File: config.mk
export PLATFORM = sky130hd
export DESIGN_NAME = ppm_pulse_train_decoder_top
export DESIGN_NICKNAME = d
export VERILOG_FILES = /design/src/hdl/ppmd_pkg.sv /design/src/hdl/ppm_pulse_train_decoder_top.sv /design/src/hdl/ppmd_div.sv
export SDC_FILE = /design/constraint.sdc
export NUM_CORES = 2
export LEC_CHECK = 0
export BUFFER_PORTS_ARGS = -buffer_cell sky130_fd_sc_hd__buf_2
export CORE_MARGIN = 2
export CORE_UTILIZATION = 64
export DETAILED_ROUTE_END_ITERATION = 7
export GPL_TIMING_DRIVEN = 0
export PLACE_DENSITY_LB_ADDON = 0.05
export SLEW_MARGIN = 40
export SYNTH_ARGS = -nofsm -noshare
export SYNTH_HDL_FRONTEND = slang
export SYNTH_HIERARCHICAL = 1
export SYNTH_SLANG_ARGS = --single-unit
File: constraint.sdc
create_clock -name clock -period 7.3 [get_ports clock]
set_input_delay 0.73 -clock clock [delete_from_list [all_inputs] [get_ports clock]]
set_output_delay 0.73 -clock clock [all_outputs]
set_load 0.05 [all_outputs]
File: src/hdl/ppmd_pkg.sv
// ---------------------------------------------------------------------------
// PPM decoder package
// Widths, reset values, state codes and the divider interface types.
// ---------------------------------------------------------------------------
package ppmd_pkg;

   // Timer capture width and the width of a measured pulse.
   localparam int unsigned TS_W     = 24;
   localparam int unsigned WIDTH_W  = 16;

   localparam int unsigned THR_W    = 16;
   localparam int unsigned COUNT_W  = 4;
   localparam int unsigned CHAN_W   = 3;
   localparam int unsigned FRAME_W  = 32;
   localparam int unsigned RESYNC_W = 16;

   localparam int unsigned CSR_INDEX_W = 2;
   localparam int unsigned CSR_DATA_W  = 24;

   localparam logic [TS_W-1:0]    PERIOD_RESET    = 24'hFF_FFFF;
   localparam logic [THR_W-1:0]   THRESHOLD_RESET = 16'd3000;
   localparam logic [COUNT_W-1:0] COUNT_RESET     = 4'd7;

   typedef enum logic [CSR_INDEX_W-1:0] {
      CSR_TIMER_PERIOD,
      CSR_FRAME_THRESHOLD,
      CSR_CHANNEL_COUNT
   } csr_index_type;

   typedef enum logic [2:0] {
      ST_IDLE,
      ST_SPAN,
      ST_WRAP,
      ST_CMP,
      ST_DIVGO,
      ST_DIVWAIT,
      ST_UPDATE,
      ST_EMIT
   } state_type;

   typedef enum logic [1:0] {
      PH_HUNT,
      PH_GAP,
      PH_LOCKED
   } phase_type;

   typedef struct packed {
      logic            start;
      logic [TS_W-1:0] dividend;
   } div_req_type;

   typedef struct packed {
      logic               done;
      logic [WIDTH_W-1:0] quotient;
   } div_rsp_type;

endpackage

File: src/hdl/ppm_pulse_train_decoder_top.sv
// ---------------------------------------------------------------------------
// PPM pulse-train decoder
// Measures pulse widths from timer captures and emits whole frames.
// ---------------------------------------------------------------------------
// Each request carries one captured edge. A falling edge, and the first
// rising edge after reset or a resync, is taken without leaving the idle
// state, and the block is ready again in the next cycle. Any other rising
// edge keeps the block busy after it is taken: the span, wrap and compare
// states measure the span since the last rise and the low time since the
// last fall (with timer wrap) and check their order, then the divider,
// which multiplies by a fixed reciprocal of the clock rate, scales and
// saturates the product and hands back the microseconds, and last the
// update state tracks the frame. Edges in an impossible order end after
// the order check, and a span that is still negative after the wrap
// correction saturates without the divider. When a frame completes, the
// block sends one response per channel, one per cycle while the response
// side is ready, and takes the next request once the last response of the
// frame is loaded into the output register. The time for one request is
// therefore set by the measurement sequence plus, at frame end, the
// channel responses and any response stall.
// Configuration writes are accepted on any cycle and take effect at once;
// they should only be issued while the block is idle.
module ppm_pulse_train_decoder_top #(
   parameter int unsigned MAX_CHANNELS  = 8,
   parameter int unsigned CYCLES_PER_US = 80
) (
   input  logic                                 clock,
   input  logic                                 reset,
   input  logic                                 req_valid,
   output logic                                 req_ready,
   input  logic                                 req_edge_rising,
   input  logic [ppmd_pkg::TS_W-1:0]            req_timestamp,
   output logic                                 rsp_valid,
   input  logic                                 rsp_ready,
   output logic [ppmd_pkg::CHAN_W-1:0]          rsp_channel,
   output logic [ppmd_pkg::WIDTH_W-1:0]         rsp_width_us,
   output logic [ppmd_pkg::FRAME_W-1:0]         rsp_frame_number,
   output logic [ppmd_pkg::RESYNC_W-1:0]        rsp_resync_total,
   output logic                                 rsp_last,
   input  logic                                 csr_valid,
   output logic                                 csr_ready,
   input  logic [ppmd_pkg::CSR_INDEX_W-1:0]     csr_index,
   input  logic [ppmd_pkg::CSR_DATA_W-1:0]      csr_wdata
);
   import ppmd_pkg::*;

   localparam int unsigned CIDX_W = $clog2(MAX_CHANNELS + 1);

   // Configuration registers.
   logic [TS_W-1:0]     timer_period_ff, timer_period_in;
   logic [THR_W-1:0]    frame_threshold_ff, frame_threshold_in;
   logic [COUNT_W-1:0]  channel_count_ff, channel_count_in;

   // Control state.
   state_type           state_ff, state_in;
   phase_type           phase_ff, phase_in;
   logic                rise_valid_ff, rise_valid_in;
   logic [TS_W-1:0]     rise_time_ff, rise_time_in;
   logic [TS_W-1:0]     fall_time_ff, fall_time_in;
   logic [CIDX_W-1:0]   chan_idx_ff, chan_idx_in;
   logic [CIDX_W-1:0]   emit_idx_ff, emit_idx_in;
   logic [FRAME_W-1:0]  frame_count_ff, frame_count_in;
   logic [RESYNC_W-1:0] resync_count_ff, resync_count_in;
   logic                rsp_valid_ff, rsp_valid_in;

   // Measurement datapath.
   logic [TS_W-1:0]     now_ff, now_in;
   logic [TS_W:0]       span_ff, span_in;
   logic [TS_W:0]       low_ff, low_in;
   logic [TS_W-1:0]     cycles_ff, cycles_in;
   logic [WIDTH_W-1:0]  w_ff, w_in;

   // Output register payload.
   logic [CHAN_W-1:0]   rsp_channel_ff, rsp_channel_in;
   logic [WIDTH_W-1:0]  rsp_width_ff, rsp_width_in;
   logic [FRAME_W-1:0]  rsp_frame_ff, rsp_frame_in;
   logic [RESYNC_W-1:0] rsp_resync_ff, rsp_resync_in;
   logic                rsp_last_ff, rsp_last_in;

   // Width store: one entry per channel plus the frame gap.
   logic [WIDTH_W-1:0]  width_store_ff [MAX_CHANNELS + 1];
   logic                store_we;
   logic [CIDX_W-1:0]   store_addr;

   logic [CIDX_W-1:0]   n_chan;
   logic [CIDX_W-1:0]   widx;
   logic [CIDX_W-1:0]   next_idx;
   logic                above;
   logic                slip;
   logic [TS_W+1:0]     diff;

   div_req_type         div_req;
   div_rsp_type         div_rsp;

   ppmd_div #(
      .DIVISOR (CYCLES_PER_US)
   ) u_div (
      .clock   (clock),
      .reset   (reset),
      .div_req (div_req),
      .div_rsp (div_rsp)
   );

   assign csr_ready = 1'b1;
   assign req_ready = (state_ff == ST_IDLE);

   // Channel counts above MAX_CHANNELS saturate to it.
   assign n_chan = (32'(channel_count_ff) > 32'(MAX_CHANNELS)) ?
                   CIDX_W'(MAX_CHANNELS) : CIDX_W'(channel_count_ff);

   assign div_req.start    = (state_ff == ST_DIVGO);
   assign div_req.dividend = cycles_ff;

   always_comb begin
      timer_period_in    = timer_period_ff;
      frame_threshold_in = frame_threshold_ff;
      channel_count_in   = channel_count_ff;
      if (csr_valid && csr_ready) begin
         case (csr_index)
            CSR_TIMER_PERIOD:    timer_period_in    = csr_wdata[TS_W-1:0];
            CSR_FRAME_THRESHOLD: frame_threshold_in = csr_wdata[THR_W-1:0];
            CSR_CHANNEL_COUNT:   channel_count_in   = csr_wdata[COUNT_W-1:0];
            default: ;
         endcase
      end
   end

   always_comb begin
      state_in        = state_ff;
      phase_in        = phase_ff;
      rise_valid_in   = rise_valid_ff;
      rise_time_in    = rise_time_ff;
      fall_time_in    = fall_time_ff;
      chan_idx_in     = chan_idx_ff;
      emit_idx_in     = emit_idx_ff;
      frame_count_in  = frame_count_ff;
      resync_count_in = resync_count_ff;
      now_in          = now_ff;
      span_in         = span_ff;
      low_in          = low_ff;
      cycles_in       = cycles_ff;
      w_in            = w_ff;
      rsp_valid_in    = rsp_valid_ff && !rsp_ready;
      rsp_channel_in  = rsp_channel_ff;
      rsp_width_in    = rsp_width_ff;
      rsp_frame_in    = rsp_frame_ff;
      rsp_resync_in   = rsp_resync_ff;
      rsp_last_in     = rsp_last_ff;
      store_we        = 1'b0;

      // The gap after lock restarts the channel count from zero.
      widx     = (phase_ff == PH_GAP) ? '0 : chan_idx_ff;
      store_addr = widx;
      above    = (w_ff > frame_threshold_ff);
      next_idx = widx;
      slip     = 1'b0;
      diff     = {1'b0, span_ff} - {1'b0, low_ff};

      case (state_ff)
         ST_IDLE: begin
            if (req_valid) begin
               if (!req_edge_rising) begin
                  fall_time_in = req_timestamp;
               end else if (!rise_valid_ff) begin
                  rise_time_in  = req_timestamp;
                  rise_valid_in = 1'b1;
               end else begin
                  now_in   = req_timestamp;
                  state_in = ST_SPAN;
               end
            end
         end
         ST_SPAN: begin
            // Raw differences; the top bit flags a timer wrap.
            span_in  = {1'b0, now_ff} - {1'b0, rise_time_ff};
            low_in   = {1'b0, now_ff} - {1'b0, fall_time_ff};
            state_in = ST_WRAP;
         end
         ST_WRAP: begin
            // A wrapped difference adds one timer period. A result that is
            // still negative keeps its sign bit and compares as very large.
            if (span_ff[TS_W]) begin
               span_in = span_ff + {1'b0, timer_period_ff};
            end
            if (low_ff[TS_W]) begin
               low_in = low_ff + {1'b0, timer_period_ff};
            end
            state_in = ST_CMP;
         end
         ST_CMP: begin
            if (diff[TS_W+1]) begin
               // Low time longer than the rise-to-rise span: edges out of order.
               rise_valid_in   = 1'b0;
               resync_count_in = resync_count_ff + RESYNC_W'(1);
               state_in        = ST_IDLE;
            end else if (span_ff[TS_W] && !low_ff[TS_W]) begin
               w_in     = '1;
               state_in = ST_UPDATE;
            end else begin
               cycles_in = diff[TS_W-1:0];
               state_in  = ST_DIVGO;
            end
         end
         ST_DIVGO: begin
            state_in = ST_DIVWAIT;
         end
         ST_DIVWAIT: begin
            if (div_rsp.done) begin
               w_in     = div_rsp.quotient;
               state_in = ST_UPDATE;
            end
         end
         ST_UPDATE: begin
            state_in = ST_IDLE;
            if (phase_ff == PH_HUNT) begin
               // Hunting: wait for a pulse long enough to be the frame gap.
               if (above) begin
                  phase_in = PH_GAP;
               end
               rise_time_in = now_ff;
            end else begin
               phase_in = PH_LOCKED;
               store_we = 1'b1;
               if (above) begin
                  if (widx != n_chan) begin
                     slip = 1'b1;
                  end else begin
                     next_idx = '0;
                  end
               end else begin
                  if (widx >= n_chan) begin
                     slip = 1'b1;
                  end else begin
                     next_idx = widx + CIDX_W'(1);
                  end
               end
               chan_idx_in = next_idx;
               if (slip) begin
                  rise_valid_in   = 1'b0;
                  resync_count_in = resync_count_ff + RESYNC_W'(1);
               end else begin
                  rise_time_in = now_ff;
                  if (next_idx == n_chan) begin
                     frame_count_in = frame_count_ff + FRAME_W'(1);
                     emit_idx_in    = '0;
                     if (n_chan != '0) begin
                        state_in = ST_EMIT;
                     end
                  end
               end
            end
         end
         ST_EMIT: begin
            // One channel per cycle into the output register while it is empty or its response is taken.
            if (!rsp_valid_ff || rsp_ready) begin
               rsp_valid_in   = 1'b1;
               rsp_channel_in = CHAN_W'(emit_idx_ff);
               rsp_width_in   = width_store_ff[emit_idx_ff];
               rsp_frame_in   = frame_count_ff;
               rsp_resync_in  = resync_count_ff;
               rsp_last_in    = (emit_idx_ff == n_chan - CIDX_W'(1));
               if (emit_idx_ff == n_chan - CIDX_W'(1)) begin
                  state_in = ST_IDLE;
               end else begin
                  emit_idx_in = emit_idx_ff + CIDX_W'(1);
               end
            end
         end
         default: begin
            state_in = ST_IDLE;
         end
      endcase
   end

   always_ff @(posedge clock) begin
      if (reset) begin
         timer_period_ff    <= PERIOD_RESET;
         frame_threshold_ff <= THRESHOLD_RESET;
         channel_count_ff   <= COUNT_RESET;
         state_ff           <= ST_IDLE;
         phase_ff           <= PH_HUNT;
         rise_valid_ff      <= 1'b0;
         rise_time_ff       <= '0;
         fall_time_ff       <= '0;
         chan_idx_ff        <= '0;
         emit_idx_ff        <= '0;
         frame_count_ff     <= '0;
         resync_count_ff    <= '0;
         rsp_valid_ff       <= 1'b0;
      end else begin
         timer_period_ff    <= timer_period_in;
         frame_threshold_ff <= frame_threshold_in;
         channel_count_ff   <= channel_count_in;
         state_ff           <= state_in;
         phase_ff           <= phase_in;
         rise_valid_ff      <= rise_valid_in;
         rise_time_ff       <= rise_time_in;
         fall_time_ff       <= fall_time_in;
         chan_idx_ff        <= chan_idx_in;
         emit_idx_ff        <= emit_idx_in;
         frame_count_ff     <= frame_count_in;
         resync_count_ff    <= resync_count_in;
         rsp_valid_ff       <= rsp_valid_in;
      end
   end

   always_ff @(posedge clock) begin
      now_ff         <= now_in;
      span_ff        <= span_in;
      low_ff         <= low_in;
      cycles_ff      <= cycles_in;
      w_ff           <= w_in;
      rsp_channel_ff <= rsp_channel_in;
      rsp_width_ff   <= rsp_width_in;
      rsp_frame_ff   <= rsp_frame_in;
      rsp_resync_ff  <= rsp_resync_in;
      rsp_last_ff    <= rsp_last_in;
      if (store_we) begin
         width_store_ff[store_addr] <= w_ff;
      end
   end

   assign rsp_valid        = rsp_valid_ff;
   assign rsp_channel      = rsp_channel_ff;
   assign rsp_width_us     = rsp_width_ff;
   assign rsp_frame_number = rsp_frame_ff;
   assign rsp_resync_total = rsp_resync_ff;
   assign rsp_last         = rsp_last_ff;

endmodule

File: src/hdl/ppmd_div.sv
// ---------------------------------------------------------------------------
// PPM decoder divider
// Reciprocal multiplier turning timer cycles into microseconds, saturated.
// ---------------------------------------------------------------------------
module ppmd_div #(
   parameter int unsigned DIVISOR = 80
) (
   input  logic                clock,
   input  logic                reset,
   input  ppmd_pkg::div_req_type div_req,
   output ppmd_pkg::div_rsp_type div_rsp
);
   import ppmd_pkg::*;

   // Rounded-up reciprocal; exact for every dividend of TS_W bits.
   localparam int unsigned        RECIP_W  = TS_W + 2;
   localparam int unsigned        PROD_W   = TS_W + RECIP_W;
   localparam int unsigned        SHIFT    = TS_W + $clog2(DIVISOR);
   localparam logic [63:0]        RECIP_64 = ((64'd1 << SHIFT) + 64'(DIVISOR) - 64'd1) /
                                             64'(DIVISOR);
   localparam logic [RECIP_W-1:0] RECIP    = RECIP_64[RECIP_W-1:0];

   logic               busy_ff, busy_in;
   logic               done_ff, done_in;
   logic [PROD_W-1:0]  prod_ff, prod_in;
   logic [WIDTH_W-1:0] acc_ff, acc_in;
   logic               over;

   always_comb begin
      // Any bit above the quotient field means 2^16 or more.
      over    = |(prod_ff >> (SHIFT + WIDTH_W));
      busy_in = 1'b0;
      done_in = 1'b0;
      prod_in = prod_ff;
      acc_in  = acc_ff;
      if (div_req.start) begin
         prod_in = PROD_W'(div_req.dividend) * PROD_W'(RECIP);
         busy_in = 1'b1;
      end else if (busy_ff) begin
         acc_in  = over ? '1 : prod_ff[SHIFT +: WIDTH_W];
         done_in = 1'b1;
      end
   end

   always_ff @(posedge clock) begin
      if (reset) begin
         busy_ff <= 1'b0;
         done_ff <= 1'b0;
      end else begin
         busy_ff <= busy_in;
         done_ff <= done_in;
      end
   end

   always_ff @(posedge clock) begin
      prod_ff <= prod_in;
      acc_ff  <= acc_in;
   end

   assign div_rsp.done     = done_ff;
   assign div_rsp.quotient = acc_ff;

endmodule

==> metrics <==
status completed; Vias/cell 6.009; pin count of the biggest net entering global routing 25; Lkg Pwr 0.01675 uW; clock skew 54.50 ps; Hold Path Class in -> reg; Synth Area per Inst 10.70 sq um; worst-margin pin slew 870.6 ps; Detailed Route Iter0 Violations 2074; Peak VDD IR 0.0003316 V; CP Class reg -> reg; total gr overflow 0; crit end category flop; Worst Path Max Fanout 11; total power 15060 uW; Sink Count 517; worst skew pair latency 630 ps; MaxCap Viol Count 0; register area share after synthesis 0.3833; Hold Fails Final Rpt 0; Synth top area share 0.2969; Worst EP required 7670 ps; # port buffers 125; Main synth FF type edfxtp_1; Die Area 58810 sq um; setup violators final 0; Hold Slack 296.8 ps; Resized Gates After CTS 0; GP Congestion 0.9660; Synth warnings 6; syn nets 4085; fmax 0.1480 GHz; Fin Setup TNS 0 ps; FF+latch count, synth 517; Setup crit start kind flop; Post-Syn Instances 3403; period utilization 0.9253; setup ws final 545.3 ps; first-pass GRT wire length 143.3 mm; deepest clock path buffer count 3; Slew Viols, Final 0; DRT Pass-1 Iters 5; worst slack, placed 587.0 ps; Clock transition at path regs 70 ps; initial antenna violation count 2; leading area contributor after synthesis edfxtp_1; commonest non-fill, non-tap cells in the layout inv_1 (463), ha_1 (413), edfxtp_1 (360), nand2_1 (305), fa_1 (213); synthesized area 36410 sq um; Post-CTS Setup Inserts 0; Die Span X 242.5 um; core area 56280 sq um; vias in the first global route 26630; Area growth syn-to-layout 9.860%; Residual DRC 0; EDFF count, synth 360; Rel. slew slack 0.4196; CTS Buf Count 54; cts hold-fix bufs 0; Site Rows 87; H-tree depth 2; Starting Density 0.6469; Final Critical Period 6755 ps; Die Y 242.5 um; WP data arrival 7130 ps; CTS tree built; commonest non-fill, non-tap cell in the layout inv_1; post-detail-place hpwl 71.24 mm; Tot GR Track Use 0.3109; io pins 127; asr flop ratio synth 0; root buf cell clkbuf_16; unrepaired setup endpoints after global routing no; top cells by area, synth edfxtp_1 (30%), ha_1 (14%), fa_1 (12%); fraction of layout cells with a size suffix above 1 0.1004; vias 26460; Netlist cell types 92; fin cells 4403; antenna-violating nets left 0; pwr dens 376.7 nW/um^2; placed cells 4299; fin nets 4281; DR WL/cell 20.70 um; total wire length 91.14 mm
power by group:
part           switching, uW  internal (uW)  leakage, uW  total, uW
Sequential               206           3730      0.00453       3930
Clock                   1190           1520     0.000871       2710
Combinational           5190           3230       0.0114       8420
layer usage:
layer | track usage | part of all wire
met5 | 0 | 0
met4 | 0.08479 | 0.023
met3 | 0.05140 | 0.073
met2 | 0.5194 | 0.48
met1 | 0.4224 | 0.42
sequential cells by signal, indices dropped and copies added (netlist names), 16 cells and up:
register,flops
frame_count_ff,32
fall_time_ff,24
frame_threshold_ff,16
span_ff,25
rsp_resync_total,16
timer_period_ff,24
u_div/prod_ff,18
cycles_ff,24
low_ff,25
resync_count_ff,16
width_store_ff,144
rsp_frame_number,32
now_ff,24
rise_time_ff,24
w_ff,16
u_div/acc_ff,16
rsp_width_us,16
through the flow:
stage | utilization | cell area [sq um]
6_report | 0.7107 | 40000
5_1_grt | 0.7106 | 39990
4_1_cts | 0.7105 | 39990
3_5_place_dp | 0.6793 | 38230
3_3_place_gp | 0.6748 | 37980
2_1_floorplan | - | 36410
path summary, 6_finish.rpt:
path,to,startpoint,cells after the start,slack (ps)
worst max register to register,u_div/prod_ff[44],cycles_ff[2],19,550
worst min-delay path,now_ff[0],req_timestamp[0],1,300
worst max-delay path,u_div/prod_ff[44],cycles_ff[2],19,550
worst min register to register,rsp_frame_number[16],frame_count_ff[16],0,450
cell type report:
class / instances / area, sq um
clock buffers: 67 / 1440
well taps: 756 / 945.9
flip-flops and latches: 517 / 13950
clock inverters: 34 / 320.3
inverters: 463 / 1738
multi-input cells: 2333 / 20420
fillers: 4139 / 16280
plain buffers: 90 / 389.1
repair buffers: 140 / 783.3
diodes: 3 / 7.507
cells by family after synthesis:
group / share of synthesized area
other: 0.0001030
multiplexers: 0.03454
AO/OA/AOI/OAI: 0.1196
buffers and inverters: 0.05822
flip-flops: 0.3833
AND/OR/NAND/NOR: 0.1081
adder cells (fa/ha/maj): 0.2591
XOR/XNOR: 0.03705
worst max-delay path: stages (launching register included):
cell and delay, ps:
edfxtp_1 760, ha_1 460, xor2_1 230, ha_1 220, or2_2 300, fa_1 480
fa_1 550, fa_1 450, fa_1 490, inv_1 50, fa_1 500, inv_1 50
ha_1 350, nand2_1 150, nor4_1 630, a31oi_1 180, o31ai_1 140, a31oi_1 120
o211ai_1 250, xor2_1 110
cells in the mapped netlist (9+ instances only):
| cell type | instances |
|---|---|
| a31oi_1 | 19 |
| o21a_1 | 30 |
| o21bai_1 | 17 |
| a311oi_1 | 31 |
| nand4_1 | 33 |
| edfxtp_1 | 360 |
| and2_1 | 29 |
| a21oi_1 | 203 |
| inv_1 | 463 |
| nor2_1 | 142 |
| clkbuf_1 | 69 |
| and3_1 | 27 |
| ha_1 | 413 |
| nand2b_1 | 31 |
| a21o_1 | 63 |
| mux2i_1 | 48 |
| xor2_1 | 79 |
| or2_2 | 33 |
| nor2b_1 | 21 |
| a211oi_1 | 22 |
| a31o_2 | 9 |
| or3_1 | 30 |
| o22ai_1 | 33 |
| dfxtp_1 | 157 |
| fa_1 | 213 |
| nand2_1 | 305 |
| o211ai_1 | 21 |
| mux4_2 | 32 |
| xnor2_1 | 75 |
| nand3_1 | 53 |
| o31ai_1 | 12 |
| nor4_1 | 11 |
| o21ai_0 | 119 |
| nor3_1 | 38 |
Power figures use the tool's default switching activity.
